File: config.mk
export PLATFORM = sky130hd
export DESIGN_NAME = ssk_front
export DESIGN_NICKNAME = d
export VERILOG_FILES = /design/src/rtl/stereo_soft_knee_compressor_defines.svh /design/src/rtl/ssk_pkg.sv /design/src/rtl/ssk_front.sv
export SDC_FILE = /design/constraint.sdc
export NUM_CORES = 1
export LEC_CHECK = 0
export BUFFER_PORTS_ARGS = -buffer_cell sky130_fd_sc_hd__buf_2
export CORE_ASPECT_RATIO = 0.7
export CORE_MARGIN = 2
export CORE_UTILIZATION = 47
export DETAILED_ROUTE_END_ITERATION = 10
export GPL_TIMING_DRIVEN = 0
export PLACE_DENSITY = 0.86
export SETUP_SLACK_MARGIN = 0.1
export SYNTH_ARGS = -nofsm -noshare
export SYNTH_HDL_FRONTEND = slang
export SYNTH_SLANG_ARGS = --single-unit
File: constraint.sdc
create_clock -name vclk -period 5.8
set_input_delay 0.29 -clock vclk [all_inputs]
set_output_delay 0.29 -clock vclk [all_outputs]
set_load 0.005 [all_outputs]
File: src/rtl/stereo_soft_knee_compressor_defines.svh
// Assertion macros used by the compressor top level.
`ifndef STEREO_SOFT_KNEE_COMPRESSOR_DEFINES_SVH
`define STEREO_SOFT_KNEE_COMPRESSOR_DEFINES_SVH

// Same-cycle implication, checked on clk_i, off during reset.
`define SSK_ASSERT_SAME(lbl, ante, cons, msg) \
  lbl: assert property (@(posedge clk_i) disable iff (!rst_ni) (ante) |-> (cons)) \
    else $error(msg);

// Next-cycle implication, checked on clk_i, off during reset.
`define SSK_ASSERT_NEXT(lbl, ante, cons, msg) \
  lbl: assert property (@(posedge clk_i) disable iff (!rst_ni) (ante) |=> (cons)) \
    else $error(msg);

`endif

File: src/rtl/ssk_pkg.sv
// Shared types, constants and ROM tables of the soft-knee compressor.
`default_nettype none
package ssk_pkg;

  // gain recompute interval and log table size
  localparam int DECIMATE        = 16;
  localparam int DEC_W           = 6;
  localparam int LOG_TABLE_DEPTH = 256;
  localparam int LOG_IDX_W       = $clog2(LOG_TABLE_DEPTH);

  // fixed-point constants
  localparam logic [20:0] GAIN_MAX     = 21'h1FFFFF;
  localparam logic [31:0] ENV_MIN      = 32'd2147;
  localparam logic [31:0] ENV_FLOOR    = 32'd3;
  localparam int          KNEE_HALF    = 768;
  localparam int          DB_PER_LOG2  = 394566;
  localparam int          LOG2_PER_DB  = 2786635;
  localparam int          DIV3_RECIP   = 43691;
  localparam int          CAP_W        = 46;
  localparam logic [CAP_W-1:0] CAP_NUM = 46'd56294995342131;
  localparam logic [23:0] GAIN_ONE_Q19 = 24'h080000;
  localparam logic [20:0] GAIN_ONE_Q16 = 21'h010000;
  localparam int          EXP_SAT      = 5 * 65536;

  // queue between front and back
  localparam int Q_DEPTH = 2;
  localparam int Q_AW    = $clog2(Q_DEPTH);
  localparam int Q_CW    = $clog2(Q_DEPTH + 1);

  // configuration register indexes
  typedef enum logic [2:0] {
    CFG_THRESHOLD = 3'd0,
    CFG_SLOPE     = 3'd1,
    CFG_MAKEUP    = 3'd2,
    CFG_ATTACK    = 3'd3,
    CFG_RELEASE   = 3'd4,
    CFG_GAIN_UP   = 3'd5,
    CFG_GAIN_DOWN = 3'd6,
    CFG_ENGAGE    = 3'd7
  } cfg_idx_e;

  typedef struct packed {
    logic signed [13:0] threshold_db;
    logic [15:0]        ratio_slope;
    logic [13:0]        makeup_db;
    logic [15:0]        attack_coef;
    logic [15:0]        release_coef;
    logic [15:0]        gain_up_coef;
    logic [15:0]        gain_down_coef;
    logic               engage;
  } cfg_t;

  localparam cfg_t CFG_RESET = '{
    threshold_db:   14'sd0,
    ratio_slope:    16'd0,
    makeup_db:      14'd0,
    attack_coef:    16'd272,
    release_coef:   16'd23,
    gain_up_coef:   16'd679,
    gain_down_coef: 16'd2674,
    engage:         1'b0
  };

  // one queued sample pair with its linked peak (Q1.31)
  typedef struct packed {
    logic signed [23:0] left;
    logic signed [23:0] right;
    logic [31:0]        peak;
  } item_t;

  typedef struct packed {
    logic full;
    logic empty;
  } q_stat_t;

  typedef enum logic [4:0] {
    ST_IDLE, ST_BYP, ST_ENV, ST_FLOOR, ST_NORM, ST_LOG, ST_DB, ST_OVER,
    ST_RED1, ST_RED2, ST_RED3, ST_RED4, ST_LIN, ST_EXP0, ST_EXP, ST_SHIFT,
    ST_DIV, ST_CAP, ST_SMOOTH, ST_MUL_L, ST_MUL_R, ST_RND_R, ST_DONE
  } back_state_e;

  typedef logic [15:0] log_tab_t [LOG_TABLE_DEPTH];
  typedef logic [31:0] root_tab_t [16];

  // integer square root, bit-pair method
  function automatic logic [63:0] isqrt64(input logic [63:0] v);
    logic [63:0] res;
    logic [63:0] b;
    logic [63:0] vv;
    res = 64'd0;
    b   = 64'd1 << 62;
    vv  = v;
    while (b > vv) b = b >> 2;
    while (b != 64'd0) begin
      if (vv >= res + b) begin
        vv  = vv - (res + b);
        res = (res >> 1) + b;
      end else begin
        res = res >> 1;
      end
      b = b >> 2;
    end
    return res;
  endfunction

  // log2(1 + i/depth) in Q16, by repeated squaring
  function automatic log_tab_t build_log_tab();
    log_tab_t    t;
    logic [63:0] x;
    logic [15:0] r;
    for (int i = 0; i < LOG_TABLE_DEPTH; i++) begin
      x = (64'd1 << 30) + ((64'(i) << 30) / LOG_TABLE_DEPTH);
      r = 16'd0;
      for (int k = 0; k < 16; k++) begin
        x = (x * x) >> 30;
        r = r << 1;
        if (x >= (64'd2 << 30)) begin
          r = r | 16'd1;
          x = x >> 1;
        end
      end
      t[i] = r;
    end
    return t;
  endfunction

  // 2^(2^-(k+1)) in Q30
  function automatic root_tab_t build_root_tab();
    root_tab_t   t;
    logic [63:0] v;
    v    = isqrt64(64'd1 << 61);
    t[0] = v[31:0];
    for (int k = 1; k < 16; k++) begin
      v    = isqrt64(v << 30);
      t[k] = v[31:0];
    end
    return t;
  endfunction

  localparam log_tab_t  LOG_TAB  = build_log_tab();
  localparam root_tab_t ROOT_TAB = build_root_tab();

endpackage
`default_nettype wire

File: src/rtl/ssk_front.sv
// Front end: takes input beats, forms the linked peak and queues the pair.
`default_nettype none
module ssk_front (
  input  wire logic               in_valid_i,
  output logic                    in_ready_o,
  input  wire logic signed [23:0] left_in_i,
  input  wire logic signed [23:0] right_in_i,
  input  wire ssk_pkg::q_stat_t   q_stat_i,
  output logic                    push_o,
  output ssk_pkg::item_t          item_o
);

  logic [23:0] abs_l;
  logic [23:0] abs_r;
  logic [23:0] abs_max;

  // magnitude of each channel, 2^23 fits unsigned
  always_comb begin
    abs_l   = left_in_i[23]  ? 24'(-left_in_i)  : 24'(left_in_i);
    abs_r   = right_in_i[23] ? 24'(-right_in_i) : 24'(right_in_i);
    abs_max = (abs_l > abs_r) ? abs_l : abs_r;
  end

  // queue write
  assign in_ready_o   = !q_stat_i.full;
  assign push_o       = in_valid_i && !q_stat_i.full;
  assign item_o.left  = left_in_i;
  assign item_o.right = right_in_i;
  assign item_o.peak  = {abs_max, 8'd0};

endmodule
`default_nettype wire

[Word-level counts from Yosys, hierarchy flattened]
Index checks and enable logic that the tools add are counted.
Storage, ports and cells
  bits in registers: 0
  input port bits: 51
  output and inout port bits: 82
  logic and storage cells: 8
Cells by class
  $add $sub $neg: 2
  $lt $le $gt $ge: 1
  mux-type cells: 3
  reduce and logical (&&, ||, !) cells: 2
Operators with widths (number)
  $mux W24: 3
  $neg A24 Y24: 2
  $gt A24 B24 Y1: 1
  $logic_and A1 B1 Y1: 1
  $logic_not A1 Y1: 1

[Logic depth before layout (Yosys ltp)]
  word-level depth: 4
  depth in mapped cells: 16
  gate-level depth less buffers: 14

[Worst setup path after synthesis]
OpenSTA, ideal clock, no wires.
  path type: input to output
  from: input port left_in_i[10]
  to: output port item_o[11] (netlist bit)
  data arrival time: 4.086 ns
  data required time: 5.510 ns
  setup slack: 1.424 ns
  stages: 13
  path buffers: 2
  cells stage by stage: or4_4 -> or4_1 -> or3_1 -> o31ai_1 -> xor2_1 -> inv_1 -> ha_1 -> nand4_1 -> nor4_1 -> a22o_1 -> clkbuf_1 -> buf_1 -> mux2i_1
RTL lines
  start, declared: line ssk_front.sv:6  | input wire logic signed [23:0] left_in_i,
  end, declared: line ssk_front.sv:10  | output ssk_pkg::item_t item_o

==> metrics <==
Synth top area share 18.7%; Die Width 86.7 µm; most instantiated cells after synthesis buf_4 (56), xor2_1 (38), inv_1 (31), ha_1 (26), mux2i_1 (24); DR vias/cell 4.94; vias 2,397; worst min path class in2out; cell count after synthesis 297; Worst Path Max Fanout 10; Placed Cells 485; diode count 0; sequential share of the synthesized area 0%; # clk buffers 0; num rows 21; Least-Margin Pin Slew 709 ps; largest net degree at the start of global routing 11; Total Power 0.000317 W; setup bufs post-CTS 0; Non-Filler Instances 485; syn_area_per_cell 7.58 µm²; CP Data Required Time 5510 ps; io pins 133; most common cell in the netlist buf_4; Setup Crit Path Kind in2out; first-iteration detailed-routing DRC count 103; post-synth cell types 45; P&R area growth vs syn 31.9%; initial antenna violation count 0; setup TNS 0 ps; Post-DP HPWL 5360 µm; Slew Viols, Final 0; fin crit period 5140 ps; CP Capture Type output port; Core Footprint 4700 µm²; Initial Utilization 47.9%; Reg area 0 µm²; WP data arrival 4850 ps; Pwr Density 107 nW/µm²; Peak VDD IR 0.0364 mV; hold buffer count at CTS 0; post_cts resized 0; outcome finished clean; die footprint 5370 µm²; Hold WS 805 ps; Worst Slack Setup Final 665 ps; Final Hold Violating Endpoints 0; vias in the first global route 1,986; first-pass GRT wire length 8970 µm; gr usage total 20.8%; yosys warns 0; RD Place Congestion 0.842; DRC 0; 1st-pass router iterations 4; Port-buffer cells 124; grt ovf 0; die height 61.9 µm; dpl ws 683 ps; Pleak 1.69 nW; setup violators final 0; RSZ-0062 raised after global routing false; fmax 0.195 GHz; Post-Syn Area 2250 µm²; final WL 6110 µm; FFs & Latches 0; startpoint types primary input; Tcrit/Tclk final 88.5%; Synth area leader buf_4; Max-slew headroom 52.7%; per-cell routed wire length 12.6 µm; Routed Antenna Nets 0; Max Cap Viol 0; synth top area cells buf_4 (19%), xor2_1 (15%), ha_1 (14%), mux2i_1 (11%), inv_1 (5.2%); nets@finish 507; layout cells sized above 1 45.1%
-- placed cells by master, fill, tap and decap left out, types with 3 or more instances in the layout --
cell type	instances
buf_4	56
buf_2	125
o21ai_0	13
ha_1	26
mux2i_1	24
inv_1	31
xnor2_1	3
nor2_1	5
nand3_1	3
or3_1	6
conb_1	8
o31ai_1	11
nor2b_1	3
o41ai_1	6
buf_1	4
nand2_1	13
a21oi_1	10
or4_1	3
nand4_1	5
nor4_1	5
xor2_1	38
-- routing by layer --
layer	up-vias	wire length (µm)	share of wire, %	track usage, %
met3	0	339	5.5	0.661
met1	1070	3100	51	31.4
li1	1250	-	-	-
met4	0	0	0	0.670
met2	77	2670	44	35.2
met5	-	0	0	0
-- stage by stage --
| step | util, % | area (µm²) |
|---|---|---|
| after global routing | 63.2 | 2970 |
| after global placement | 63.2 | 2970 |
| after CTS | 63.2 | 2970 |
| after detailed placement | 63.2 | 2970 |
| after floorplan | - | 2280 |
| final | 63.2 | 2970 |
-- final cells by class --
type,instances,area [µm²]
multi-input combinational,210,1710
inverter,31,116
buffer,63,448
timing repair buffer,124,621
fill,433,1730
tap,57,71.3
-- critical path, stage by stage --
cell,delay [ps]
buf_2,140
or4_4,530
or4_1,450
or3_1,430
o21ai_0,220
xor2_1,270
inv_1,80
ha_1,330
a21oi_1,160
o21a_1,150
o221ai_1,110
a211oi_1,190
a22o_1,150
clkbuf_1,310
buf_1,590
mux2i_1,270
buf_2,150
-- path summary, 6_finish.rpt --
path | startpoint | endpoint | slack (ps) | cells past startpoint
max | left_in_i[8] | item_o[19] | 660 | 17
min | q_stat_i[1] | in_ready_o | 810 | 3
-- power breakdown --
part / switching, W / internal, W / leakage (nW)
clock: 0 / 0 / 0
sequential: 0 / 0 / 0
combinational: 0.000162 / 0.000156 / 1.69
-- kinds of logic after synthesis --
| logic type | share of synthesized area, % |
|---|---|
| AOI/OAI and AO/OA | 18.4 |
| xor gates and xnor gates | 16.7 |
| adders and majority gates | 14.4 |
| buffers and inverters | 25.1 |
| muxes | 11.2 |
| other | 0.167 |
| and+or+nand+nor | 14.1 |
(Power assumes the default switching activity.)
