<file path="src/rtl/stereo_soft_knee_compressor_defines.svh">
// Assertion macros used by the compressor top level.
`ifndef STEREO_SOFT_KNEE_COMPRESSOR_DEFINES_SVH
`define STEREO_SOFT_KNEE_COMPRESSOR_DEFINES_SVH

// Same-cycle implication, checked on clk_i, off during reset.
`define SSK_ASSERT_SAME(lbl, ante, cons, msg) \
  lbl: assert property (@(posedge clk_i) disable iff (!rst_ni) (ante) |-> (cons)) \
    else $error(msg);

// Next-cycle implication, checked on clk_i, off during reset.
`define SSK_ASSERT_NEXT(lbl, ante, cons, msg) \
  lbl: assert property (@(posedge clk_i) disable iff (!rst_ni) (ante) |=> (cons)) \
    else $error(msg);

`endif

</file>
<file path="src/rtl/ssk_pkg.sv">
// Shared types, constants and ROM tables of the soft-knee compressor.
`default_nettype none
package ssk_pkg;

  // gain recompute interval and log table size
  localparam int DECIMATE        = 16;
  localparam int DEC_W           = 6;
  localparam int LOG_TABLE_DEPTH = 256;
  localparam int LOG_IDX_W       = $clog2(LOG_TABLE_DEPTH);

  // fixed-point constants
  localparam logic [20:0] GAIN_MAX     = 21'h1FFFFF;
  localparam logic [31:0] ENV_MIN      = 32'd2147;
  localparam logic [31:0] ENV_FLOOR    = 32'd3;
  localparam int          KNEE_HALF    = 768;
  localparam int          DB_PER_LOG2  = 394566;
  localparam int          LOG2_PER_DB  = 2786635;
  localparam int          DIV3_RECIP   = 43691;
  localparam int          CAP_W        = 46;
  localparam logic [CAP_W-1:0] CAP_NUM = 46'd56294995342131;
  localparam logic [23:0] GAIN_ONE_Q19 = 24'h080000;
  localparam logic [20:0] GAIN_ONE_Q16 = 21'h010000;
  localparam int          EXP_SAT      = 5 * 65536;

  // queue between front and back
  localparam int Q_DEPTH = 2;
  localparam int Q_AW    = $clog2(Q_DEPTH);
  localparam int Q_CW    = $clog2(Q_DEPTH + 1);

  // configuration register indexes
  typedef enum logic [2:0] {
    CFG_THRESHOLD = 3'd0,
    CFG_SLOPE     = 3'd1,
    CFG_MAKEUP    = 3'd2,
    CFG_ATTACK    = 3'd3,
    CFG_RELEASE   = 3'd4,
    CFG_GAIN_UP   = 3'd5,
    CFG_GAIN_DOWN = 3'd6,
    CFG_ENGAGE    = 3'd7
  } cfg_idx_e;

  typedef struct packed {
    logic signed [13:0] threshold_db;
    logic [15:0]        ratio_slope;
    logic [13:0]        makeup_db;
    logic [15:0]        attack_coef;
    logic [15:0]        release_coef;
    logic [15:0]        gain_up_coef;
    logic [15:0]        gain_down_coef;
    logic               engage;
  } cfg_t;

  localparam cfg_t CFG_RESET = '{
    threshold_db:   14'sd0,
    ratio_slope:    16'd0,
    makeup_db:      14'd0,
    attack_coef:    16'd272,
    release_coef:   16'd23,
    gain_up_coef:   16'd679,
    gain_down_coef: 16'd2674,
    engage:         1'b0
  };

  // one queued sample pair with its linked peak (Q1.31)
  typedef struct packed {
    logic signed [23:0] left;
    logic signed [23:0] right;
    logic [31:0]        peak;
  } item_t;

  typedef struct packed {
    logic full;
    logic empty;
  } q_stat_t;

  typedef enum logic [4:0] {
    ST_IDLE, ST_BYP, ST_ENV, ST_FLOOR, ST_NORM, ST_LOG, ST_DB, ST_OVER,
    ST_RED1, ST_RED2, ST_RED3, ST_RED4, ST_LIN, ST_EXP0, ST_EXP, ST_SHIFT,
    ST_DIV, ST_CAP, ST_SMOOTH, ST_MUL_L, ST_MUL_R, ST_RND_R, ST_DONE
  } back_state_e;

  typedef logic [15:0] log_tab_t [LOG_TABLE_DEPTH];
  typedef logic [31:0] root_tab_t [16];

  // integer square root, bit-pair method
  function automatic logic [63:0] isqrt64(input logic [63:0] v);
    logic [63:0] res;
    logic [63:0] b;
    logic [63:0] vv;
    res = 64'd0;
    b   = 64'd1 << 62;
    vv  = v;
    while (b > vv) b = b >> 2;
    while (b != 64'd0) begin
      if (vv >= res + b) begin
        vv  = vv - (res + b);
        res = (res >> 1) + b;
      end else begin
        res = res >> 1;
      end
      b = b >> 2;
    end
    return res;
  endfunction

  // log2(1 + i/depth) in Q16, by repeated squaring
  function automatic log_tab_t build_log_tab();
    log_tab_t    t;
    logic [63:0] x;
    logic [15:0] r;
    for (int i = 0; i < LOG_TABLE_DEPTH; i++) begin
      x = (64'd1 << 30) + ((64'(i) << 30) / LOG_TABLE_DEPTH);
      r = 16'd0;
      for (int k = 0; k < 16; k++) begin
        x = (x * x) >> 30;
        r = r << 1;
        if (x >= (64'd2 << 30)) begin
          r = r | 16'd1;
          x = x >> 1;
        end
      end
      t[i] = r;
    end
    return t;
  endfunction

  // 2^(2^-(k+1)) in Q30
  function automatic root_tab_t build_root_tab();
    root_tab_t   t;
    logic [63:0] v;
    v    = isqrt64(64'd1 << 61);
    t[0] = v[31:0];
    for (int k = 1; k < 16; k++) begin
      v    = isqrt64(v << 30);
      t[k] = v[31:0];
    end
    return t;
  endfunction

  localparam log_tab_t  LOG_TAB  = build_log_tab();
  localparam root_tab_t ROOT_TAB = build_root_tab();

endpackage
`default_nettype wire

</file>
<file path="src/rtl/ssk_fifo.sv">
// Short queue of sample pairs between the front end and the gain engine.
`default_nettype none
module ssk_fifo (
  input  wire logic             clk_i,
  input  wire logic             rst_ni,
  input  wire logic             push_i,
  input  wire ssk_pkg::item_t   item_i,
  input  wire logic             pop_i,
  output ssk_pkg::item_t        item_o,
  output ssk_pkg::q_stat_t      stat_o
);

  ssk_pkg::item_t                 mem_q [ssk_pkg::Q_DEPTH];
  logic [ssk_pkg::Q_AW-1:0]       wptr_q, wptr_d;
  logic [ssk_pkg::Q_AW-1:0]       rptr_q, rptr_d;
  logic [ssk_pkg::Q_CW-1:0]       cnt_q, cnt_d;
  logic                           do_push;
  logic                           do_pop;

  // pointer and fill bookkeeping
  always_comb begin
    do_push = push_i && (cnt_q != ssk_pkg::Q_CW'(ssk_pkg::Q_DEPTH));
    do_pop  = pop_i && (cnt_q != '0);
    wptr_d  = wptr_q;
    rptr_d  = rptr_q;
    cnt_d   = cnt_q;
    if (do_push) begin
      wptr_d = (wptr_q == ssk_pkg::Q_AW'(ssk_pkg::Q_DEPTH - 1)) ? '0 : wptr_q + 1'b1;
    end
    if (do_pop) begin
      rptr_d = (rptr_q == ssk_pkg::Q_AW'(ssk_pkg::Q_DEPTH - 1)) ? '0 : rptr_q + 1'b1;
    end
    if (do_push && !do_pop) begin
      cnt_d = cnt_q + 1'b1;
    end else if (do_pop && !do_push) begin
      cnt_d = cnt_q - 1'b1;
    end
  end

  always_ff @(posedge clk_i or negedge rst_ni) begin
    if (!rst_ni) begin
      wptr_q <= '0;
      rptr_q <= '0;
      cnt_q  <= '0;
    end else begin
      wptr_q <= wptr_d;
      rptr_q <= rptr_d;
      cnt_q  <= cnt_d;
    end
  end

  // storage
  always_ff @(posedge clk_i) begin
    if (do_push) begin
      mem_q[wptr_q] <= item_i;
    end
  end

  assign item_o       = mem_q[rptr_q];
  assign stat_o.full  = (cnt_q == ssk_pkg::Q_CW'(ssk_pkg::Q_DEPTH));
  assign stat_o.empty = (cnt_q == '0);

endmodule
`default_nettype wire

</file>
<file path="config.mk">
export PLATFORM = sky130hd
export DESIGN_NAME = ssk_fifo
export DESIGN_NICKNAME = d
export VERILOG_FILES = /design/src/rtl/stereo_soft_knee_compressor_defines.svh /design/src/rtl/ssk_pkg.sv /design/src/rtl/ssk_fifo.sv
export SDC_FILE = /design/constraint.sdc
export NUM_CORES = 1
export LEC_CHECK = 0
export BUFFER_PORTS_ARGS = -buffer_cell sky130_fd_sc_hd__buf_2
export CORE_AREA = 2 2 130 132
export DETAILED_ROUTE_END_ITERATION = 8
export DIE_AREA = 0 0 132 134
export PLACE_DENSITY_LB_ADDON = 0.15
export SETUP_SLACK_MARGIN = 0.5
export SLEW_MARGIN = 20
export SYNTH_ARGS = -nofsm -noshare
export SYNTH_HDL_FRONTEND = slang
export SYNTH_SLANG_ARGS = --single-unit
export TNS_END_PERCENT = 100
</file>
<file path="constraint.sdc">
create_clock -name clk_i -period 4.7 [get_ports clk_i]
set_input_delay 0.235 -clock clk_i [delete_from_list [all_inputs] [get_ports clk_i]]
set_output_delay 0.235 -clock clk_i [all_outputs]
set_load 0.02 [all_outputs]
</file>
==> Word level (Yosys, flattened, before mapping) <==
Memories as Yosys holds them, arrays and structs flattened.
Cells that the tools add are included.
{ "word_totals": {"regBits": 4, "rom_bits": 0, "input_bits": 84, "output_inout_bits": 82, "elab_cells": 25, "mem_bits_rw": 160, "memories": 1, "latchBits": 0} }
{ "mem_list": {"columns": ["name", "depth", "word_bits", "rd", "rd_ports_with_merged_regs", "wr", "line_no", "rtl"], "rows": [
  ["mem_q", 2, 80, 1, 0, 1, "ssk_fifo.sv:13", "ssk_pkg::item_t mem_q [ssk_pkg::Q_DEPTH];"]
]} }
{ "op_classes": {"shift": 0, "addsub": 4, "order_cmp": 0, "n_mux": 6, "eq_ne": 2, "bitwise": 0, "multipliers": 0, "n_reduce_logical": 9, "n_div": 0} }
{ "op_table": {"columns": ["cell", "n"], "rows": [
  ["1-bit logical AND", 4],
  ["1-bit 2-to-1 mux", 4],
  ["2-bit 2-to-1 mux", 2],
  ["2-bit nonzero test", 2],
  ["1-bit adder (second input constant)", 2],
  ["2-bit by 1-bit adder with 2-bit output (second input constant)", 1],
  ["2-bit equality test (second input constant)", 1],
  ["1-bit logical NOT", 2],
  ["2-bit logical NOT", 1],
  ["2-bit != test (second input constant)", 1],
  ["2-bit by 1-bit subtractor with 2-bit output (second input constant)", 1]
]} }

==> Longest topological paths before layout <==
Gate-level depths: netlist of the first run.
{ "logic_depth": {"word_depth": 6, "ltp_mapped": 7, "depth_no_buf": 7} }

==> Worst setup path after synthesis of the first run <==
OpenSTA, ideal clock, no wires.
{ "synth_path": {"kind": "reg-to-reg", "start": "reg cnt_q[0] (netlist bit)", "end": "mem mem_q[0][0] (netlist bit), enable pin", "t_arrival_ns": 3.981, "setup_time_ns": 0.519, "path_buffers": 0, "path_stages_with_launch": 4, "setup_slack_ns": 0.200, "period_less_slack_ns": 4.500, "required_ns": 4.181, "cell_sequence": "dfrtp_1 nand2b_1 nand2_1 nor2_1"} }
{ "synth_between": {"elab_chain_len": 4} }
{ "synth_lines": {"columns": ["item", "line_no", "rtl"], "rows": [
  ["start, declared", "ssk_fifo.sv:16", "logic [ssk_pkg::Q_CW-1:0] cnt_q, cnt_d;"],
  ["start signal, assigned", "ssk_fifo.sv:48", "cnt_q <= cnt_d;"],
  ["2-bit != test", "ssk_fifo.sv:22", "do_push = push_i && (cnt_q != ssk_pkg::Q_CW'(ssk_pkg::Q_DEPTH));"],
  ["1-bit logical AND", "ssk_fifo.sv:22", null],
  ["1-bit 2-to-1 mux", "ssk_fifo.sv:54", "if (do_push) begin"],
  ["1-bit 2-to-1 mux (implied by the code)", "ssk_fifo.sv:55", "mem_q[wptr_q] <= item_i;"],
  ["end, declared", "ssk_fifo.sv:13", null]
]} }
Every way passes these cells.

==> results of run 1 <==
## what timing repair did
action,CTS,global route
hold buffers,63,0
endpoints found under the setup margin,0,0
endpoints found under the hold margin,126,0
## area by class of cell
class,instances,area [µm²]
fill,1400,7780
sequential,164,4910
timing repair buffer,232,1500
multi-input combinational,93,1300
clock buffer,17,425
tap,220,275
clock inverter,9,93.8
inverter,2,7.51
## flip-flops by register name (all words and copies together), names as in the netlist
name,flops
mem_q,160
cnt_q,2
rptr_q,1
wptr_q,1
## cells in the mapped netlist
cell type	number	area (µm²)
nand2_1	1	3.75
nand2b_1	1	6.26
ha_1	1	12.5
mux2_4	79	1190
buf_6	1	11.3
xnor2_1	3	26.3
mux2_2	1	11.3
buf_12	8	160
inv_1	2	7.51
o21ai_0	1	5.00
dfrtp_1	4	100
nor2_1	3	11.3
edfxtp_1	160	4800
and3_1	1	6.26
xor2_1	2	17.5
## logic make-up (layout without fill, tap and decap cells)
kind of cell	count (synthesis)	count (layout)	share of synthesized area [%]
DFF	164	164	77.0
muxes	80	80	18.8
buffers and inverters	11	260	2.81
and+or+nand+nor	6	6	0.432
xor gates and xnor gates	5	5	0.688
adders and majority gates	1	1	0.196
AOI/OAI and AO/OA	1	1	0.0785
## layer usage
layer	wire, µm	GRT usage (%)	vias up	part of all wire, %
met1	4800	15.4	1532	43
li1	-	-	1541	-
met3	522	3.74	12	4.7
met5	0	0	-	0
met4	204	5.86	0	1.8
met2	5530	20.9	102	50
## worst paths after layout
kind	start	end	cells after the start
max in group asynchronous	rst_ni	rptr_q	2
min	item_i[21]	mem_q[1][21]	1
min reg2reg	cnt_q[1]	cnt_q[1]	1
max reg2reg	cnt_q[0]	mem_q[0][53]	4
max	rptr_q	item_o[56]	3
min in group asynchronous	rst_ni	cnt_q[1]	2
## where the power goes
| group | leakage (nW) | switching (mW) | total, mW | internal, mW |
|---|---|---|---|---|
| Clock | 0.254 | 0.497 | 1.25 | 0.753 |
| Sequential | 1.53 | 0.142 | 2.15 | 2.00 |
| Combinational | 1.64 | 0.991 | 1.83 | 0.839 |
==> impl_metrics.yaml, run 1 <==
global_route:
  grt_pass1_vias: 3325
  grt.total_usage_pct: 12.7
  grt_max_degree: 51
  grt-ovfl-total: 0
  grt_first_pass_wirelength_mm: 16.8
  antenna_found_initial: 0
worst_setup_path:
  critPathLaunchType: "register"
  reg2reg_setup_slack_ns: 2.41
  critical_path_arrival_ns: 2.30
  worstPathCellList: "buf_4 > mux2_4 > buf_2"
  crit_buf_inv: 2
  cp_slowest_cell: "dfrtp_4"
  max_stage_delay_ns: 0.74
  end_kind: "output port"
  worstPathMaxFanout: 31
  crit_required_ns: 4.47
  cp_top_family: "buffers and inverters"
  crit_type: "reg -> out"
clock_tree:
  insertion_delay_ns: 0.41
  clock-sinks: 164
  cts_setup_buffers: 0
  clock_path_buffers: 2
  ctsRootBufferMaster: "clkbuf_16"
  ctsResizeCount: 0
  clk_pin_slew_ns: 0.06
  h-tree-depth: 4
  cts_tree: "yes"
  cts_buffers: 17
synthesis:
  ys_seq_area_share_pct: 77.0
  yosys_warnings: 0
  synth.distinct_cells: 15
  netlist_area_mm2: 0.00637
  syn_inst: 268
  synth_nets: 353
  ys_ff_latch: 164
  avgSynthCellArea_um2: 23.8
floorplan:
  core-area_mm2: 0.0163
  start_util_pct: 39.1
  die_w_um: 132
  fp.dieH_um: 134
  rows: 47
  ioPinCount: 166
  fp.dieArea_mm2: 0.0177
layout:
  nets: 595
  final_util_pct: 52.2
  drive_gt1_share_pct: 53.2
  area_growth_pct: 33.6
  fin_area_mm2: 0.00851
  layout_common_cells: "165 x buf_2, 160 x edfxtp_1, 79 x mux2_4"
  layout_commonest_cell: "buf_2"
  diodes: 0
  instances_no_fill: 737
timing:
  finalSetupViolCount: 0
  period_needed_ns: 2.54
  timing.hold.ws_ns: 0.0192
  rsz0062_at_grt: "false"
  finalHoldViolCount: 0
  finalCritPeriodShare_pct: 54.0
  finalClockSkew_ns: 0.00463
  tns_ns: 0
  fmax_mhz: 394
  slew-limit-headroom_pct: 31.0
  maxSlewViolCount: 0
  tightest_slew_ns: 1.03
  setup_slack_ns: 2.16
drt:
  drcViolationCount: 0
  initialDrtViolationCount: 127
  ant_nets: 0
  viasPerCell: 4.32
  dr_total_vias: 3187
  first_pass_iters: 4
  routed_wl_mm: 11.1
  routedWlPerCell_um: 15.0
power:
  p_leak_nw: 3.43
  p_total_mw: 5.23
  powerDensity_mw_per_mm2: 615
  ir_drop_mv: 0.374
placed_design:
  dp.cells: 648
  io_buffer_count: 165
  post-place-ws_ns: 2.36
  place.gp.congestion: 0.676
  post-dp-hpwl_mm: 6.91
  placed_cell_area_mm2: 0.00736
run:
  maxCapViolCount: 0
worst_hold_path:
  hold_path.class: "in -> reg"
status:
  run_status: "finished clean"
No activity file was read; power rests on OpenSTA's default activity.
==> run 2: changes to the inputs <==
==> constraint.sdc (replaced) <==
create_clock -name clk_i -period 2.39 [get_ports clk_i]
set_input_delay 0.1195 -clock clk_i [delete_from_list [all_inputs] [get_ports clk_i]]
set_output_delay 0.1195 -clock clk_i [all_outputs]
set_load 0.02 [all_outputs]
==> impl_metrics.yaml, run 2 (synthesis gave the netlist of run 1 again) <==
clock_tree:
  clock_path_buffers: 2
  ctsRootBufferMaster: "clkbuf_16"
  clk_pin_slew_ns: 0.06
  cts_buffers: 17
  clock-sinks: 164
  ctsResizeCount: 0
  cts_tree: "yes"
  insertion_delay_ns: 0.42
  h-tree-depth: 4
drt:
  ant_nets: 0
  routed_wl_mm: 11.8
  viasPerCell: 4.33
  first_pass_iters: 4
  dr_total_vias: 3333
  initialDrtViolationCount: 190
  routedWlPerCell_um: 15.4
  drcViolationCount: 0
placed_design:
  place.gp.congestion: 0.696
  placed_cell_area_mm2: 0.00745
  dp.cells: 652
  post-dp-hpwl_mm: 7.25
  io_buffer_count: 165
timing:
  slew-limit-headroom_pct: 74.7
  rsz0062_at_grt: "true"
  tightest_slew_ns: 0.380
  fmax_mhz: 549
  finalClockSkew_ns: 0.00659
  finalSetupViolCount: 0
  tns_ns: 0
  finalCritPeriodShare_pct: 76.3
  period_needed_ns: 1.82
  finalHoldViolCount: 0
  timing.hold.ws_ns: 0.0328
  maxSlewViolCount: 0
worst_hold_path:
  hold_path.class: "in -> reg"
  holdCritStartpoint: "pop_i"
global_route:
  grt_max_degree: 63
  grt_first_pass_wirelength_mm: 18.4
  grt_pass1_vias: 3587
  grt.total_usage_pct: 13.9
  antenna_found_initial: 0
  grt-ovfl-total: 0
worst_setup_path:
  critical_path_arrival_ns: 1.70
  reg2reg_from: "cnt_q[0]"
  startpoint: "rptr_q"
  crit_type: "reg -> out"
  critPathLaunchType: "register"
  crit_required_ns: 2.27
  worstPathMaxFanout: 12
  end_kind: "output port"
layout:
  regMostFlops: "mem_q"
  fin_area_mm2: 0.00886
  area_growth_pct: 39.0
  multi_input_area_mm2: 0.00131
  seq_area_mm2: 0.00491
  layout_commonest_cell: "buf_2"
  largest_reg_flops: 160
  top_regs: "mem_q (160), cnt_q (2)"
  diodes: 0
  fillers: 1333
  drive_gt1_share_pct: 52.3
  nets: 621
  layout_common_cells: "165 x buf_2, 160 x edfxtp_1, 82 x dlygate4sd3_1"
  instances_no_fill: 769
status:
  run_status: "finished clean"
power:
  powerDensity_mw_per_mm2: 1200
  ir_drop_mv: 0.641
  p_leak_nw: 3.59
floorplan:
  fp.dieH_um: 134
  ioPinCount: 166
  core-area_mm2: 0.0163
  rows: 47
  fp.dieArea_mm2: 0.0177
  die_w_um: 132
  start_util_pct: 39.1
run:
  maxCapViolCount: 0
==> run 2: path summary, 6_finish.rpt <==
kind / to / cells after the start / slack [ns]
setup / recovery: item_o[61] / 3 / 0.57
hold / removal: rptr_q / 3 / 0.03
setup reg to reg: mem_q[1][30] / 3 / 0.74
hold reg to reg: cnt_q[0] / 1 / 0.56
max in group asynchronous: rptr_q / 2 / 2.21
min in group asynchronous: cnt_q[0] / 2 / 0.04
==> run 2: final cells by class <==
type	count	area share [%]
Clock buffer	22	5.01
Multi-Input combinational cell	93	14.8
Clock inverter	10	1.23
Inverter	2	0.0848
Sequential cell	164	55.4
Tap cell	220	3.11
Timing Repair Buffer	258	20.3
==> run 2: timing repair <==
action	CTS	global route
endpoints found under the setup margin	59	10
hold endpoints to repair	165	0
setup buffers	3	0
hold buffers	82	0
==> run 2: per-layer routing <==
metal  up-vias  GRT usage, %  wire length (µm)
met5         -             0                 0
met4         0          5.62               209
met3        17          5.40               686
met2       111          23.7              6020
met1      1608          15.9              4900
li1       1597             -                 -
==> run 2: per-stage QoR <==
step / util [%] / power, mW / worst slack, ns
after floorplan: - / 7.12 / 0.162
after global placement: 45.8 / 7.97 / 0.703
after detailed placement: 45.8 / 8.02 / 0.690
after CTS: 54.4 / 10.8 / 0.519
after global routing: 54.4 / 11.1 / 0.483
final: 54.4 / 10.6 / 0.567
==> run 2: worst max-delay path, stage by stage (launching register included) <==
cell and delay [ns]:
dfrtp_4 0.52, buf_4 0.28, mux2_4 0.33, buf_2 0.16
==> run 2: report_power, final <==
part	total, mW	internal (mW)	switching, mW
clock network	2.56	1.53	1.03
logic	3.90	1.82	2.08
registers	4.15	3.94	0.211
==> run 3: changes to the inputs <==
==> constraint.sdc (replaced) <==
create_clock -name clk_i -period 1.9 [get_ports clk_i]
set_input_delay 0.095 -clock clk_i [delete_from_list [all_inputs] [get_ports clk_i]]
set_output_delay 0.095 -clock clk_i [all_outputs]
set_load 0.02 [all_outputs]
==> impl_metrics.yaml, run 3 (synthesis gave the netlist of run 1 again) <==
placed_design:
  place.gp.congestion: 0.715
  io_buffer_count: 165
  placed_cell_area_mm2: 0.00745
  post-dp-hpwl_mm: 7.35
floorplan:
  start_util_pct: 39.1
  fp.dieArea_mm2: 0.0177
  ioPinCount: 166
  fp.dieH_um: 134
  rows: 47
  core-area_mm2: 0.0163
  die_w_um: 132
worst_setup_path:
  worstPathCellList: "buf_12 > buf_16 > mux2_4 > buf_4"
  worstPathMaxFanout: 9
  reg2reg_from: "cnt_q[1]"
  crit_required_ns: 1.80
  critical_path_arrival_ns: 1.72
  max_stage_delay_ns: 0.49
  crit_type: "reg -> out"
  cp_slowest_cell: "dfrtp_4"
  end_kind: "output port"
  critPathLaunchType: "register"
  startpoint: "rptr_q"
  worstRegToRegCells: 5
status:
  run_status: "finished clean"
drt:
  dr_total_vias: 3581
  ant_nets: 0
  routedWlPerCell_um: 17.5
  drcViolationCount: 0
  routed_wl_mm: 14.3
  initialDrtViolationCount: 180
  viasPerCell: 4.40
  first_pass_iters: 4
global_route:
  grt.total_usage_pct: 15.6
  grt_first_pass_wirelength_mm: 20.2
  grt_max_degree: 22
  grt_pass1_vias: 3710
  grt-ovfl-total: 0
  antenna_found_initial: 0
power:
  clockPowerShare_pct: 22.0
  p_leak_nw: 4.15
  power_frac_seq_pct: 31.6
  switching_power_mw: 4.85
  switching_share_pct: 29.6
  powerDensity_mw_per_mm2: 1610
  ir_drop_mv: 0.774
  p_total_mw: 16.4
  power.internal_mw: 11.5
  combPwrFrac_pct: 46.4
clock_tree:
  clk_pin_slew_ns: 0.06
  ctsRootBufferMaster: "clkbuf_16"
  clock_path_buffers: 2
  cts_tree: "yes"
  h-tree-depth: 4
  insertion_delay_ns: 0.42
  cts_buffers: 17
  clock-sinks: 164
timing:
  finalClockSkew_ns: 0.00375
  tns_ns: 0
  finalHoldViolCount: 0
  fmax_mhz: 550
  tightest_slew_ns: 0.193
  finalCritPeriodShare_pct: 95.6
  finalSetupViolCount: 0
  rsz0062_at_grt: "true"
  maxSlewViolCount: 0
  slew-limit-headroom_pct: 87.0
  period_needed_ns: 1.82
layout:
  diodes: 0
  drive_gt1_share_pct: 56.7
  largest_reg_flops: 160
  layout_common_cells: "160 x edfxtp_1, 102 x buf_2, 83 x dlygate4sd3_1"
  fin_area_mm2: 0.0102
  top_regs: "mem_q (160), cnt_q (2)"
  nets: 667
  regMostFlops: "mem_q"
  layout_commonest_cell: "edfxtp_1"
  area_growth_pct: 60.0
worst_hold_path:
  hold_path.class: "in -> async"
run:
  maxCapViolCount: 0
[run 3: layout make-up]
cell class,instances,area (µm²)
clock buffers,20,437
multi-input cells,93,1350
repair buffers,304,3030
flip-flops and latches,164,4910
well taps,220,275
fillers,1181,6100
clock inverters,11,184
inverters,2,7.51
[run 3: power groups by stage]
stage / combinational (mW) / clock (mW) / sequential (mW)
after floorplan: 3.75 / 0 / 5.21
after global placement: 4.78 / 0 / 5.26
after detailed placement: 4.80 / 0 / 5.30
after CTS: 6.70 / 3.69 / 5.17
after global routing: 7.97 / 3.84 / 5.24
final: 7.59 / 3.60 / 5.17
[run 3: timing repair]
action / 4_1_cts / 5_1_grt
setup endpoints to repair: 231 / 237
pin swaps: 2 / 3
buffers inserted: 15 / 7
gates resized for setup: 110 / 40
hold buffers: 82 / 1
endpoints found under the hold margin: 165 / 1
gates cloned: 11 / 15
[run 3: critical path, delay by kind of cell (launching register included)]
family	cells	cell delay [ns]
flip-flops	1	0.49
multiplexers	1	0.30
buffers and inverters	3	0.50
[run 3: final timing paths]
check	endpoint	slack, ns
min in group clk_i	mem_q[0][63]	0.40
worst min register to register	wptr_q	0.57
worst max-delay path	item_o[66]	0.08
max in group asynchronous	rptr_q	1.72
worst min-delay path	cnt_q[0]	0.02
worst max register to register	mem_q[1][19]	0.47
[run 3: per-stage QoR]
step | hold WS (ns) | instances | util, % | setup slack [ns]
2_1_floorplan | -0.201 | 268 | - | -0.328
3_3_place_gp | -0.0850 | 652 | 45.8 | 0.389
3_5_place_dp | -0.0768 | 652 | 45.8 | 0.347
4_1_cts | 0.00821 | 791 | 59.2 | 0.0571
5_1_grt | 0.0256 | 814 | 62.6 | 0.0402
6_report | 0.0234 | 814 | 62.6 | 0.0834
[run 3: routing by layer]
metal	global-route usage [%]	share of wire, %	vias to the layer above
li1	-	-	1701
met1	19.2	45	1755
met2	25.8	49	111
met3	4.80	4.8	14
met4	5.98	1.2	0
met5	0	0	-
